===== config.mk =====
export PLATFORM = sky130hd
export DESIGN_NAME = lbe_accum
export DESIGN_NICKNAME = d
export VERILOG_FILES = /design/src/design/lbe_pkg.sv /design/src/design/lbe_accum.sv
export VERILOG_INCLUDE_DIRS = /design/src /design/src/design
export SDC_FILE = /design/constraint.sdc
export NUM_CORES = 1
export LEC_CHECK = 0
export BUFFER_PORTS_ARGS = -buffer_cell sky130_fd_sc_hd__clkbuf_2
export CORE_ASPECT_RATIO = 0.9
export CORE_MARGIN = 4
export CORE_UTILIZATION = 50
export DETAILED_ROUTE_END_ITERATION = 10
export GPL_ROUTABILITY_DRIVEN = 0
export PLACE_DENSITY = 0.77
export SETUP_SLACK_MARGIN = 0.1
export SLEW_MARGIN = 20
export SYNTH_ARGS = -nofsm -noshare
export SYNTH_HDL_FRONTEND = slang
export SYNTH_SLANG_ARGS = --single-unit
export TNS_END_PERCENT = 50

===== constraint.sdc =====
create_clock -name clock -period 4.6 [get_ports clock]
set_input_delay 0.92 -clock clock [delete_from_list [all_inputs] [get_ports clock]]
set_output_delay 0.92 -clock clock [all_outputs]
set_load 0.01 [all_outputs]

===== src/design/lattice_bond_energy_defines.svh =====
// Shared assertion macros for the lattice bond energy block.
`ifndef LATTICE_BOND_ENERGY_DEFINES_SVH
`define LATTICE_BOND_ENERGY_DEFINES_SVH

// Same-cycle implication, sampled on the block clock, off during reset.
`define LBE_ASSERT_NOW(name, ante, cons) \
   name: assert property (@(posedge clock) disable iff (reset) (ante) |-> (cons)) \
      else $error("lattice_bond_energy: check failed");

// Next-cycle implication, sampled on the block clock, off during reset.
`define LBE_ASSERT_NEXT(name, ante, cons) \
   name: assert property (@(posedge clock) disable iff (reset) (ante) |=> (cons)) \
      else $error("lattice_bond_energy: check failed");

`endif


===== src/design/lbe_pkg.sv =====
package lbe_pkg;

   localparam int MAX_COLUMNS = 1024;
   localparam int MAX_ROWS    = 1024;
   localparam int LABEL_BITS  = 8;
   localparam int COUNT_BITS  = 11;
   localparam int ENERGY_BITS = 22;
   localparam int COL_BITS    = $clog2(MAX_COLUMNS);
   localparam int ROW_BITS    = $clog2(MAX_ROWS);
   localparam int INDEX_BITS  = 2;

   typedef enum logic [INDEX_BITS-1:0] {
      CSR_ROW_COUNT     = 2'd0,
      CSR_COLUMN_COUNT  = 2'd1,
      CSR_BOUNDARY_MODE = 2'd2
   } csr_index_type;

   // Effective lattice shape: last valid row and column index, wrap enable.
   typedef struct packed {
      logic [ROW_BITS-1:0] rows_last;
      logic [COL_BITS-1:0] cols_last;
      logic                periodic;
   } cfg_type;

   // One cell between the scan stage and the accumulator.
   typedef struct packed {
      logic [LABEL_BITS-1:0] label;
      logic                  prev_check;
      logic                  left_hit;
      logic                  start_hit;
      logic                  wrap_row;
      logic                  row_zero;
      logic                  last;
   } cell_type;

   // Zero acts as one, anything above the limit acts as the limit.
   function automatic logic [COUNT_BITS-1:0] last_index(
      input logic [COUNT_BITS-1:0] count,
      input logic [COUNT_BITS-1:0] limit
   );
      logic [COUNT_BITS-1:0] result;
      result = '0;
      if (count == '0) begin
         result = '0;
      end else if (count > limit) begin
         result = limit - COUNT_BITS'(1);
      end else begin
         result = count - COUNT_BITS'(1);
      end
      return result;
   endfunction

endpackage


===== src/design/lbe_accum.sv =====
module lbe_accum (
   input  logic                                  clock,
   input  logic                                  reset,
   input  logic                                  s1_valid,
   input  lbe_pkg::cell_type                     s1,
   input  logic [lbe_pkg::LABEL_BITS-1:0]         prev_rd,
   input  logic [lbe_pkg::LABEL_BITS-1:0]         first_rd,
   output logic                                  hold,
   output logic                                  rsp_valid,
   input  logic                                  rsp_stall,
   output logic signed [lbe_pkg::ENERGY_BITS-1:0] rsp_lattice_energy
);
   import lbe_pkg::*;

   `include "lattice_bond_energy_defines.svh"

   logic [ENERGY_BITS-1:0] sum_ff;
   logic [ENERGY_BITS-1:0] sum_in;
   logic [ENERGY_BITS-1:0] total;
   logic [ENERGY_BITS-1:0] energy_ff;
   logic                   rsp_valid_ff;
   logic                   rsp_valid_in;
   logic                   advance;
   logic                   prev_hit;
   logic                   first_hit;
   logic [2:0]             bonds;

   // Only the closing cell of a lattice waits on a full output register.
   assign hold    = s1_valid && s1.last && rsp_valid_ff && rsp_stall;
   assign advance = s1_valid && !hold;

   assign prev_hit  = s1.prev_check && (prev_rd == s1.label);
   assign first_hit = s1.wrap_row && (s1.row_zero || (first_rd == s1.label));

   assign bonds = {2'b00, prev_hit} + {2'b00, s1.left_hit}
                + {2'b00, s1.start_hit} + {2'b00, first_hit};
   assign total = sum_ff + ENERGY_BITS'(bonds);

   always_comb begin
      sum_in       = sum_ff;
      rsp_valid_in = rsp_valid_ff && rsp_stall;
      if (advance) begin
         sum_in = s1.last ? '0 : total;
         if (s1.last) begin
            rsp_valid_in = 1'b1;
         end
      end
   end

   always_ff @(posedge clock) begin
      if (reset) begin
         sum_ff       <= '0;
         rsp_valid_ff <= 1'b0;
      end else begin
         sum_ff       <= sum_in;
         rsp_valid_ff <= rsp_valid_in;
      end
   end

   always_ff @(posedge clock) begin
      if (advance && s1.last) begin
         energy_ff <= '0 - total;
      end
   end

   assign rsp_valid          = rsp_valid_ff;
   assign rsp_lattice_energy = signed'(energy_ff);

   `LBE_ASSERT_NEXT(a_result_out, advance && s1.last, rsp_valid_ff)
   `LBE_ASSERT_NEXT(a_sum_cleared, advance && s1.last, sum_ff == '0)
   `LBE_ASSERT_NOW(a_hold_full, hold, rsp_valid_ff && rsp_stall)

endmodule

==> results.py <==
metrics = {
    "run_status": {
        "outcome": "complete, but fails checks",
        "violations": "setup timing",
    },
    "clocking": {
        "tritoncts": "yes",
        "cts-root-buf": "clkbuf_8",
        "clk_latency_ns": 0.30,
        "numCtsBuffers": 5,
        "htree_levels": 2,
        "clockBufferDepth": 2,
        "path_clk_slew_ns": 0.09,
        "clock-sinks": 45,
    },
    "critical_path": {
        "worstPathArrival_ns": 4.71,
        "crit_required_ns": 4.66,
        "crit_family": "simple AND/OR/NAND/NOR gates",
        "max_stage_delay_ns": 0.50,
        "critPathKind": "primary input to flip-flop",
        "critPathLaunchType": "primary input",
        "worst_setup_path_end_kind": "flip-flop",
        "cpMaxStageDelayCell": "fa_1",
        "crit_path_cell_trace": "buf_6, xor2_1, nor4_2, nand3_1, nor4_2, fa_1, fa_2, fa_2, xor2_2, or3_4, nor3_4, nand4_2, buf_6, nor3_4, nand3_2, xnor2_2",
        "cp_max_fo": 7,
        "r2r_setup_slack_ns": 1.55,
        "cp_num_buf_inv": 2,
    },
    "pwr": {
        "p_leak_nw": 1.52,
        "fin_total_pwr_mw": 1.01,
        "peakVddDrop_mv": 0.141,
        "power.density_nw_per_um2": 262,
    },
    "timing": {
        "rsz0062_at_grt": "true",
        "drv_slew": 0,
        "max_clock_freq_ghz": 0.215,
        "relSlewSlack_pct": 30.4,
        "setup_viol": 3,
        "post-route-min-period_ns": 4.65,
        "fin_skew_ns": 0.00587,
        "min_period_over_period_pct": 101,
        "tightest_slew_ns": 1.04,
        "hold_violations": 0,
        "timing.final.ws_setup_ns": -0.0538,
        "hold_ws_ns": 0.503,
        "setup_tns_ns": -0.101,
    },
    "synth": {
        "synth_top_area_share_pct": 23.1,
        "ys_warn_count": 0,
        "yosys.cell_types.count": 52,
        "synth.most_common_cell": "nor2_1",
        "synth-edff-count": 22,
        "synth_nets": 340,
        "ys_seq_area_share_pct": 39.3,
        "synthFlopType": "dfxtp_1",
        "ys_ff_latch": 45,
        "synth_common_cells": "37 x nor2_1, 33 x xnor2_1, 23 x dfxtp_1, 22 x edfxtp_1, 22 x xor2_1",
        "avgSynthCellArea_um2": 9.49,
        "yosys-top-cells-area": "edfxtp_1 23%, dfxtp_1 16%, xnor2_1 10%",
        "async_reset_ff_share_pct": 0,
        "netlist_area_um2": 2860,
        "synth_cells": 301,
        "synth_largest_area_cell": "edfxtp_1",
    },
    "place": {
        "dp_hpwl_um": 5140,
        "pre_cts_ws_ns": -0.381,
        "place.port_buffers": 57,
        "dp_cells": 449,
        "place_area_um2": 3490,
    },
    "detailed_routing": {
        "routedWlPerCell_um": 16.4,
        "drt_pre_antenna_iters": 5,
        "vias": 2638,
        "wl_um": 7620,
        "antenna_left": 0,
        "drc": 0,
        "vias_per_cell": 5.66,
        "drtIter0Drc": 261,
    },
    "floorplanning": {
        "initial_utilization_pct": 53.1,
        "die_area_um2": 6990,
        "dieWidth_um": 87.7,
        "fp.coreArea_um2": 5380,
        "std_cell_rows": 25,
        "die_h_um": 79.7,
        "io_pins": 58,
    },
    "global_route": {
        "overflow": 0,
        "grt_pass1_wl_um": 11800,
        "antenna_found_initial": 0,
        "grt_usage_pct": 21.2,
        "grt_pass1_vias": 2592,
        "grt_max_degree": 26,
    },
    "final_layout": {
        "drive_above_1_share_pct": 40.1,
        "nets": 437,
        "diodes": 0,
        "stdcell_area_um2": 3870,
        "layout.cells.non_filler": 466,
        "fillerInstances": 377,
        "utilization_pct": 71.9,
        "area_growth_pct": 35.4,
    },
    "worst_hold_path": {
        "hp-class": "flip-flop to flip-flop",
    },
    "job": {
        "cap_violations": 0,
    },
}
-- repair_timing --
action / CTS / global route
resized for setup: 18 / 23
hold buffers: 0 / 0
endpoints found under the hold margin: 0 / 0
setup endpoints to repair: 13 / 14
gates cloned: 0 / 0
buffers inserted: 6 / 3
pin swaps: 6 / 10
-- layout by cell type, fill, tap and decap left out, types with 6 or more instances in the layout --
cell type,Yosys,layout
buf_6,3,6
a22oi_1,11,11
edfxtp_1,22,22
nor3_1,13,10
o21ai_0,11,8
clkbuf_8,2,6
nor2_1,37,35
a21oi_1,18,16
inv_1,9,7
nor3_4,2,6
clkbuf_2,1,54
nand2_1,11,11
xnor2_1,33,28
dfxtp_1,23,23
buf_4,0,41
xor2_1,22,19
nand3_1,16,14
-- worst paths after layout --
path / from / end / cells past startpoint
setup / recovery: prev_rd[3] / rsp_lattice_energy[19] / 16
hold / removal: sum_ff[0] / sum_ff[0] / 2
setup reg to reg: sum_ff[0] / rsp_lattice_energy[19] / 10
hold reg to reg: sum_ff[0] / sum_ff[0] / 2
-- where the power goes --
| group | total (mW) | switching [mW] | internal [mW] |
|---|---|---|---|
| combinational | 0.295 | 0.141 | 0.154 |
| sequential | 0.459 | 0.00650 | 0.453 |
| clock | 0.260 | 0.139 | 0.122 |
| total | 1.01 | 0.286 | 0.729 |
-- kinds of logic (layout without fill, tap and decap cells) --
logic type / after synthesis / in the layout / share of synthesized area (%)
AOI/OAI and AO/OA: 50 / 50 / 10.7
xor gates and xnor gates: 55 / 55 / 16.9
adders and majority gates: 5 / 5 / 2.98
buffers and inverters: 22 / 120 / 4.43
DFF: 45 / 45 / 39.3
muxes: 3 / 3 / 1.14
and+or+nand+nor: 121 / 121 / 24.6
-- layer usage --
metal  share of wire (%)  track usage [%]  up-vias
li1                    -                -     1264
met3                 6.8             2.17       11
met1                  42             28.6     1255
met4                 1.3             8.13        0
met2                  50             34.8      108
met5                   0                0        -
-- worst min-delay path: stages (launching register included) --
cell	delay, ns
dfxtp_1	0.35
nand2_1	0.06
a21oi_1	0.05
-- cell type report --
cell class	count	area [um2]	share of cell area (%)
multi-input cells	234	1850	47.9
flip-flops and latches	45	1120	29.0
repair buffers	103	681	17.6
well taps	67	83.8	2.17
clock buffers	6	82.6	2.14
inverters	9	33.8	0.874
clock inverters	2	13.8	0.356
-- registers in the layout, summed over array words and instances, names as in the netlist --
register	flops
rsp_valid	1
sum_ff	22
rsp_lattice_energy	22
No activity file was read; power rests on OpenSTA's default activity.
