`src/design/lattice_bond_energy_defines.svh`:
```
// Shared assertion macros for the lattice bond energy block.
`ifndef LATTICE_BOND_ENERGY_DEFINES_SVH
`define LATTICE_BOND_ENERGY_DEFINES_SVH

// Same-cycle implication, sampled on the block clock, off during reset.
`define LBE_ASSERT_NOW(name, ante, cons) \
   name: assert property (@(posedge clock) disable iff (reset) (ante) |-> (cons)) \
      else $error("lattice_bond_energy: check failed");

// Next-cycle implication, sampled on the block clock, off during reset.
`define LBE_ASSERT_NEXT(name, ante, cons) \
   name: assert property (@(posedge clock) disable iff (reset) (ante) |=> (cons)) \
      else $error("lattice_bond_energy: check failed");

`endif

```
`src/design/lbe_pkg.sv`:
```
package lbe_pkg;

   localparam int MAX_COLUMNS = 1024;
   localparam int MAX_ROWS    = 1024;
   localparam int LABEL_BITS  = 8;
   localparam int COUNT_BITS  = 11;
   localparam int ENERGY_BITS = 22;
   localparam int COL_BITS    = $clog2(MAX_COLUMNS);
   localparam int ROW_BITS    = $clog2(MAX_ROWS);
   localparam int INDEX_BITS  = 2;

   typedef enum logic [INDEX_BITS-1:0] {
      CSR_ROW_COUNT     = 2'd0,
      CSR_COLUMN_COUNT  = 2'd1,
      CSR_BOUNDARY_MODE = 2'd2
   } csr_index_type;

   // Effective lattice shape: last valid row and column index, wrap enable.
   typedef struct packed {
      logic [ROW_BITS-1:0] rows_last;
      logic [COL_BITS-1:0] cols_last;
      logic                periodic;
   } cfg_type;

   // One cell between the scan stage and the accumulator.
   typedef struct packed {
      logic [LABEL_BITS-1:0] label;
      logic                  prev_check;
      logic                  left_hit;
      logic                  start_hit;
      logic                  wrap_row;
      logic                  row_zero;
      logic                  last;
   } cell_type;

   // Zero acts as one, anything above the limit acts as the limit.
   function automatic logic [COUNT_BITS-1:0] last_index(
      input logic [COUNT_BITS-1:0] count,
      input logic [COUNT_BITS-1:0] limit
   );
      logic [COUNT_BITS-1:0] result;
      result = '0;
      if (count == '0) begin
         result = '0;
      end else if (count > limit) begin
         result = limit - COUNT_BITS'(1);
      end else begin
         result = count - COUNT_BITS'(1);
      end
      return result;
   endfunction

endpackage

```
`src/design/lbe_csr.sv`:
```
module lbe_csr (
   input  logic                          clock,
   input  logic                          reset,
   input  logic                          csr_valid,
   output logic                          csr_ready,
   input  logic [lbe_pkg::INDEX_BITS-1:0] csr_index,
   input  logic [lbe_pkg::COUNT_BITS-1:0] csr_data,
   output lbe_pkg::cfg_type              cfg
);
   import lbe_pkg::*;

   localparam logic [COUNT_BITS-1:0] ROW_LIMIT = COUNT_BITS'(MAX_ROWS);
   localparam logic [COUNT_BITS-1:0] COL_LIMIT = COUNT_BITS'(MAX_COLUMNS);

   logic [COUNT_BITS-1:0] row_count_ff;
   logic [COUNT_BITS-1:0] column_count_ff;
   logic                  boundary_mode_ff;
   logic [COUNT_BITS-1:0] rows_last;
   logic [COUNT_BITS-1:0] cols_last;
   logic                  write;

   assign csr_ready = 1'b1;
   assign write     = csr_valid && csr_ready;

   always_ff @(posedge clock) begin
      if (reset) begin
         row_count_ff     <= ROW_LIMIT;
         column_count_ff  <= COL_LIMIT;
         boundary_mode_ff <= 1'b0;
      end else if (write) begin
         case (csr_index_type'(csr_index))
            CSR_ROW_COUNT:     row_count_ff     <= csr_data;
            CSR_COLUMN_COUNT:  column_count_ff  <= csr_data;
            CSR_BOUNDARY_MODE: boundary_mode_ff <= csr_data[0];
            default: ;
         endcase
      end
   end

   assign rows_last     = last_index(row_count_ff, ROW_LIMIT);
   assign cols_last     = last_index(column_count_ff, COL_LIMIT);
   assign cfg.rows_last = rows_last[ROW_BITS-1:0];
   assign cfg.cols_last = cols_last[COL_BITS-1:0];
   assign cfg.periodic  = boundary_mode_ff;

endmodule

```
`config.mk`:
```
export PLATFORM = sky130hd
export DESIGN_NAME = lbe_csr
export DESIGN_NICKNAME = d
export VERILOG_FILES = /design/src/design/lattice_bond_energy_defines.svh /design/src/design/lbe_pkg.sv /design/src/design/lbe_csr.sv
export SDC_FILE = /design/constraint.sdc
export NUM_CORES = 1
export LEC_CHECK = 0
export BUFFER_PORTS_ARGS = -buffer_cell sky130_fd_sc_hd__buf_2
export CELL_PAD_IN_SITES_DETAIL_PLACEMENT = 1
export CELL_PAD_IN_SITES_GLOBAL_PLACEMENT = 2
export CORE_MARGIN = 2
export CORE_UTILIZATION = 27
export CTS_CLUSTER_DIAMETER = 120
export DETAILED_ROUTE_END_ITERATION = 8
export PLACE_DENSITY_LB_ADDON = 0.1
export SYNTH_ARGS = -nofsm -noshare
export SYNTH_HDL_FRONTEND = slang
export SYNTH_SLANG_ARGS = --single-unit
```
`constraint.sdc`:
```
create_clock -name clock -period 1.5 [get_ports clock]
set_clock_uncertainty 0.05 [all_clocks]
set_input_delay 0.15 -clock clock [delete_from_list [all_inputs] [get_ports clock]]
set_output_delay 0.15 -clock clock [all_outputs]
set_load 0.01 [all_outputs]
```
==> impl_results.md, run 1 <==
- Clock Pin Slew Worst Setup and Hold Paths: 0.08 ns
- Antenna Cells: 0
- Req. time, crit path: 1.30 ns
- Port buffer count: 36
- Via count: 1621
- Layout cells sized above 1: 0.530
- CTS tree: built
- ANT nets after route: 0
- Cell Pwr Density: 717 nW/um2
- Hold Path End: row_count_ff[10]
- Ys async rst share: 0
- Actual slew at the worst max-slew pin: 0.582 ns
- Worst skew pair latency: 0.26 ns
- # IOs: 38
- RSZ-0062 raised after global routing: true
- Final setup TNS: -6.33 ns
- Largest net degree at the start of global routing: 24
- Max H-tree Level: 1
- Synth Area per Inst: 8.20 um2
- Post-synthesis adder-cell area fraction: 0.0525
- Largest family of logic cells by synthesized area: simple AND/OR/NAND/NOR gates
- Post-Syn Area: 1500 um2
- R2R Path End: column_count_ff[10]
- Initial antenna violation count: 0
- Hold buffers post-CTS: 0
- Hold WC Path Type: input pin to flop
- Top_reg_cell synth: dfxtp_1
- Post-synthesis xor/xnor area fraction: 0.0292
- Most frequent cells after synthesis: 31 x nor2_1, 23 x dfxtp_1, 20 x mux2i_1
- Max-Slew Margin vs Limit: 0.612
- Remaining global-route overflow: 0
- R2r worst-path depth: 4
- HP Start: csr_data[10]
- Synth Area in Compound Gates: 0.119
- Syn Nets: 201
- Endpoint class of the critical path: output port
- Initial detailed-routing violation count: 39
- Crit path DAT: 1.72 ns
- Failing checks: setup timing
- TritonCTS Sinks: 23
- Post-synth top area share: 0.307
- Maximum buffer depth of the clock tree: 2
- Synth Warn #: 0
- Peak supply drop: 0.000412 V
- RR Startpoint: column_count_ff[10]
- Fmax: 0.521 GHz
- Core area: 5440 um2
- Avg WL per Cell: 14.8 um
- WS Path Type: flop to output port
- Final hold violation count: 0
- Starting density of the core: 0.276
- All-Layer GR Usage: 0.170
- Pins Over Slew Limit: 0
- Synth Area in Simple Gates: 0.307
- Vias per inst: 4.82
- Post-synthesis mux area share: 0.133
- Final min period: 1.92 ns
- Number of synthesized flops with an enable pin: 0
- Synth area leader: dfxtp_1
- Worst slack, placed: -0.214 ns
- WL final: 4980 um
- TritonCTS Buffers: 3
- Top post-synthesis cells by area: dfxtp_1 31%, mux2i_1 13%, nor2_1 7.8%, nand2_1 4.0%, a21oi_1 2.3%
- Outcome: complete, but fails checks
- CTS Root Buffer Type: clkbuf_8
- FILL cells: 670
- Die X: 78.5 um
- Startpoint types: flop
- Row Count: 27
- Die Ht: 78.5 um
- Reg2reg setup slack: 0.31 ns
- HPWL Detailed: 3800 um
- Die footprint: 6170 um2
- Synth-to-Final Area Change: 60.1%
- Pre-Repair DR Iteration Count: 3
- Top-count cell post-synth: nor2_1
- Hold depth: 2
- #FFs+latches synth: 23
- Crit share post-route: 1.28
- Register area share after synthesis: 0.307
- Fin nets: 283
- Max cap viols: 0
- Final worst slack: -0.420 ns
- Critical path fanouts, max: 6
- Gpl congestion: 0.826
- Leakage Power: 1.10 nW
- First-pass GRT wire length: 8480 um
- Synth cell types: 45
- Final setup vio count: 20
- Post-synthesis cell count: 183
- Vias in the first global route: 1722
- Residual DRC: 0
## registers in the layout (all words and copies together), names as in the netlist
name,flops
column_count_ff,11
row_count_ff,11
boundary_mode_ff,1
## stage by stage
stage | hold slack (ns) | instances | power [mW] | area [um2] | utilization
5_1_grt | 0.0898 | 336 | 1.84 | 2400 | 0.442
4_1_cts | 0.0701 | 334 | 1.68 | 2300 | 0.424
3_3_place_gp | 0.343 | 325 | 1.20 | 2110 | 0.388
2_1_floorplan | 0.165 | 183 | 0.981 | 1560 | -
6_report | 0.0761 | 336 | 1.72 | 2400 | 0.442
3_5_place_dp | 0.353 | 325 | 1.22 | 2110 | 0.388
## where the power goes
| part | switching [mW] | internal, mW |
|---|---|---|
| clock | 0.204 | 0.190 |
| combinational | 0.315 | 0.351 |
| sequential | 0.0286 | 0.633 |
| total | 0.548 | 1.17 |
## area by class of cell
type	count	area [um2]	area share
Inverter	7	26.3	0.0109
Sequential cell	23	473	0.197
Tap cell	72	90.1	0.0375
Clock buffer	4	45.0	0.0188
Timing Repair Buffer	87	614	0.256
Multi-Input combinational cell	143	1150	0.480
## cells in the final DEF (no fill, tap or decap), drive strengths merged, types with 2 or more instances in the layout
cell / n
a211o: 3
a211oi: 2
a21oi: 7
buf: 87
clkbuf: 4
dfxtp: 23
ha: 2
inv: 7
maj3: 5
mux2i: 20
nand2: 16
nand2b: 5
nand3: 6
nand3b: 3
nand4b: 3
nor2: 31
nor2b: 3
nor3: 6
nor3b: 5
nor4: 2
o21ai: 4
xor2: 4
## worst max-delay path by stage
stage | start | endpoint | slack [ns] | cells after the start
3_5_place_dp | row_count_ff[1] | cfg[17] | -0.21 | 7
3_3_place_gp | row_count_ff[1] | cfg[17] | -0.17 | 7
6_report | row_count_ff[6] | cfg[15] | -0.42 | 6
2_1_floorplan | row_count_ff[6] | cfg[15] | -0.08 | 4
4_1_cts | row_count_ff[1] | cfg[17] | -0.43 | 7
5_1_grt | row_count_ff[0] | cfg[16] | -0.50 | 5
## kinds of logic after synthesis
family,after synthesis
AOI/OAI and AO/OA,26
xor gates and xnor gates,5
adders and majority gates,7
buffers and inverters,17
DFF,23
muxes,20
other,1
and+or+nand+nor,84
## critical path: stages, from the launching register on
cell and delay, ns:
dfxtp_2 0.34, nor4_4 0.28, buf_6 0.17, nand3b_4 0.08
maj3_2 0.29, o32a_1 0.15, buf_2 0.14
## routing by layer
metal,track usage,vias to the layer above,part of all wire
li1,-,807,-
met1,0.222,791,0.47
met2,0.297,21,0.51
met3,0.0356,2,0.027
met4,0.0158,0,0.0016
met5,0,-,0
## repair_timing
action,CTS,global route
setup buffers,5,2
gates resized for setup,30,19
pin swaps,15,11
endpoints found under the setup margin,20,20
Note: power is estimated with default switching activity, not from simulation.
==> inputs of run 2 (changes only) <==
- PLACE_DENSITY: unset -> 0.74
- PLACE_DENSITY_LB_ADDON: 0.1 -> unset
- SKIP_LAST_GASP: unset -> 1
==> run 2 against run 1 <==
The flow still finishes with violations (setup timing). Fmax shrank 1.4%. Total power is essentially flat. Critical path depth grew 1. Global-route usage shrank 0.78 points. Non-clock buffer count grew 2. Sequential cell count is the same. Via count is essentially flat. Critical path type unchanged.
==> impl_results.md, run 2 (synthesized netlist as in run 1, its figures left out) <==
- DP Area: 2090 um2 (-1.1%)
- Maximum buffer depth of the clock tree: 2 (unchanged)
- Via count: 1620 (-0.062%)
- Failing checks: setup timing
- Vias per inst: 4.79 (-0.65%)
- Remaining global-route overflow: 0 (unchanged)
- Worst slack, placed: -0.205 ns (+0.00937 ns)
- Fmax: 0.514 GHz (-1.4%)
- Cell Pwr Density: 727 nW/um2 (+1.4%)
- Die X: 78.5 um (unchanged)
- Final min period: 1.95 ns (+0.0264 ns)
- Pins Over Slew Limit: 0 (unchanged)
- Crit path max-delay cell type: or4_4
- Die footprint: 6170 um2 (unchanged)
- First-pass GRT wire length: 8070 um (-4.8%)
- TritonCTS Sinks: 23 (unchanged)
- Most frequent cells in the layout: 46 x buf_4, 35 x buf_2, 27 x nor2_1
- R2R Path End: column_count_ff[10]
- Most common cell after layout, fill and taps aside: buf_4
- CTS Root Buffer Type: clkbuf_8
- Vias in the first global route: 1672 (-2.9%)
- Startpoint types: flop
- Largest net degree at the start of global routing: 24 (unchanged)
- Max H-tree Level: 1 (unchanged)
- ANT nets after route: 0 (unchanged)
- Leakage Power: 1.09 nW (-0.77%)
- All-Layer GR Usage: 0.162 (-0.00783)
- Final worst slack: -0.446 ns (-0.0264 ns)
- Fin nets: 285 (+0.71%)
- Final Cell Area: 2370 um2 (-1.4%)
- Final setup vio count: 20 (unchanged)
- Core area: 5440 um2 (unchanged)
- Crit share post-route: 1.30 (+0.0176)
- Gpl congestion: 0.788 (-4.6%)
- Hold depth: 2 (unchanged)
- Hold WC Path Type: input pin to flop
- Die Ht: 78.5 um (unchanged)
- RR Startpoint: column_count_ff[10]
- TritonCTS Buffers: 3 (unchanged)
- HP Start: csr_data[10]
- Regs by FF count: column_count_ff (11), row_count_ff (11), boundary_mode_ff (1)
- Worst path cell trace: inv_2 -> ha_4 -> nand2b_4 -> or4_4 -> nor3_2 -> a211o_1 -> buf_2
- Req. time, crit path: 1.30 ns (about the same)
- Synth-to-Final Area Change: 58.0%
- Antenna Cells: 0 (unchanged)
- Power Internal: 1.17 mW (-0.22%)
- Avg WL per Cell: 14.1 um (-5.0%)
- HPWL Detailed: 3550 um (-6.6%)
- Sw Share: 0.320 (+0.00169)
- Initial antenna violation count: 0 (unchanged)
- Max-Slew Margin vs Limit: 0.642 (+0.0304)
- Crit path DAT: 1.75 ns (+0.03 ns)
- Clock network fraction of total power: 0.233 (+0.004)
- R2r worst-path depth: 4 (unchanged)
- CP max stage delay: 0.43 ns (+0.09 ns)
- Endpoint class of the critical path: output port
- Port buffer count: 36 (unchanged)
- Initial detailed-routing violation count: 77 (+97%)
- Peak supply drop: 0.000407 V (-1.3%)
- Max cap viols: 0 (unchanged)
- Pre-Repair DR Iteration Count: 4 (+1)
- Reg power frac: 0.384 (about the same)
- # IOs: 38 (unchanged)
- WL final: 4760 um (-4.4%)
- Final non-filler cell total: 338 (+0.60%)
- Worst skew pair latency: 0.26 ns (about the same)
- Row Count: 27 (unchanged)
- Actual slew at the worst max-slew pin: 0.536 ns (-0.0455 ns)
- Reg2reg setup slack: 0.38 ns (+0.07 ns)
- Hold Path End: row_count_ff[10]
- Cell count after placement: 322 (-0.92%)
- Gate power share: 0.383 (-0.004)
- Outcome: complete, but fails checks
- Critical path fanouts, max: 3 (-3)
- Residual DRC: 0 (unchanged)
- CTS tree: built
- Layout cells sized above 1: 0.519 (-0.0115)
- Final hold violation count: 0 (unchanged)
- Clock Pin Slew Worst Setup and Hold Paths: 0.09 ns (about the same)
- RSZ-0062 raised after global routing: true
- Switch Pwr: 0.551 mW (+0.56%)
- Starting density of the core: 0.276 (unchanged)
- WS Path Type: flop to output port
- Final setup TNS: -6.15 ns (+0.178 ns)
run 2: changes by cell type in the layout (fill, tap and decap cells not counted), moves of 2 or more:
cell,delta
buf_4,+2
buf_6,-3
buf_2,+3
nor3b_2,-2
run 2: stage by stage:
step | power [mW] | hold WS (ns) | utilization
detailed placement | 1.21 | 0.342 | 0.384
floorplan | 0.981 | 0.165 | -
finish | 1.72 | 0.0639 | 0.436
global route | 1.83 | 0.0639 | 0.436
global placement | 1.20 | 0.344 | 0.384
CTS | 1.71 | 0.0654 | 0.426
run 2: power by group through the flow:
stage / registers, mW / clock network [mW] / logic (mW)
2_1_floorplan: 0.669 / 0 / 0.312
3_3_place_gp: 0.671 / 0 / 0.530
3_5_place_dp: 0.672 / 0 / 0.535
4_1_cts: 0.662 / 0.416 / 0.629
5_1_grt: 0.667 / 0.442 / 0.717
6_report: 0.662 / 0.401 / 0.659
run 2: area by class of cell:
class | count | area (um2)
Clock buffer | 3 | 41.3
Clock inverter | 1 | 7.51
Multi-Input combinational cell | 143 | 1120
Fill cell | 671 | 3070
Sequential cell | 23 | 472
Inverter | 7 | 26.3
Timing Repair Buffer | 89 | 611
Tap cell | 72 | 90.1
run 2: metal layers:
layer	wire, um	track usage
met1	2190	0.211
met2	2400	0.285
met3	159	0.0322
met4	14	0.0158
met5	0	0
run 2: worst max-delay path, delay by kind of cell (launching register included):
kind / cells / cell delay, ns
flops: 1 / 0.34
compound gates: 1 / 0.12
buf+inv: 2 / 0.20
fa+ha+maj: 1 / 0.16
simple gates: 3 / 0.65
run 2: how the worst max path moves through the flow:
stage          slack [ns]       startpoint  cells past startpoint      end
2_1_floorplan       -0.08  row_count_ff[6]                      4  cfg[15]
4_1_cts             -0.44  row_count_ff[0]                      7  cfg[17]
3_5_place_dp        -0.20  row_count_ff[1]                      7  cfg[17]
6_report            -0.45  row_count_ff[1]                      7  cfg[17]
3_3_place_gp        -0.18  row_count_ff[1]                      7  cfg[17]
5_1_grt             -0.53  row_count_ff[1]                      7  cfg[17]
run 2: timing repair:
item / CTS / global route
setup endpoints to repair: 20 / 20
hold buffers: 0 / 0
setup buffers: 7 / 5
resized for setup: 34 / 5
pin swaps: 17 / 8
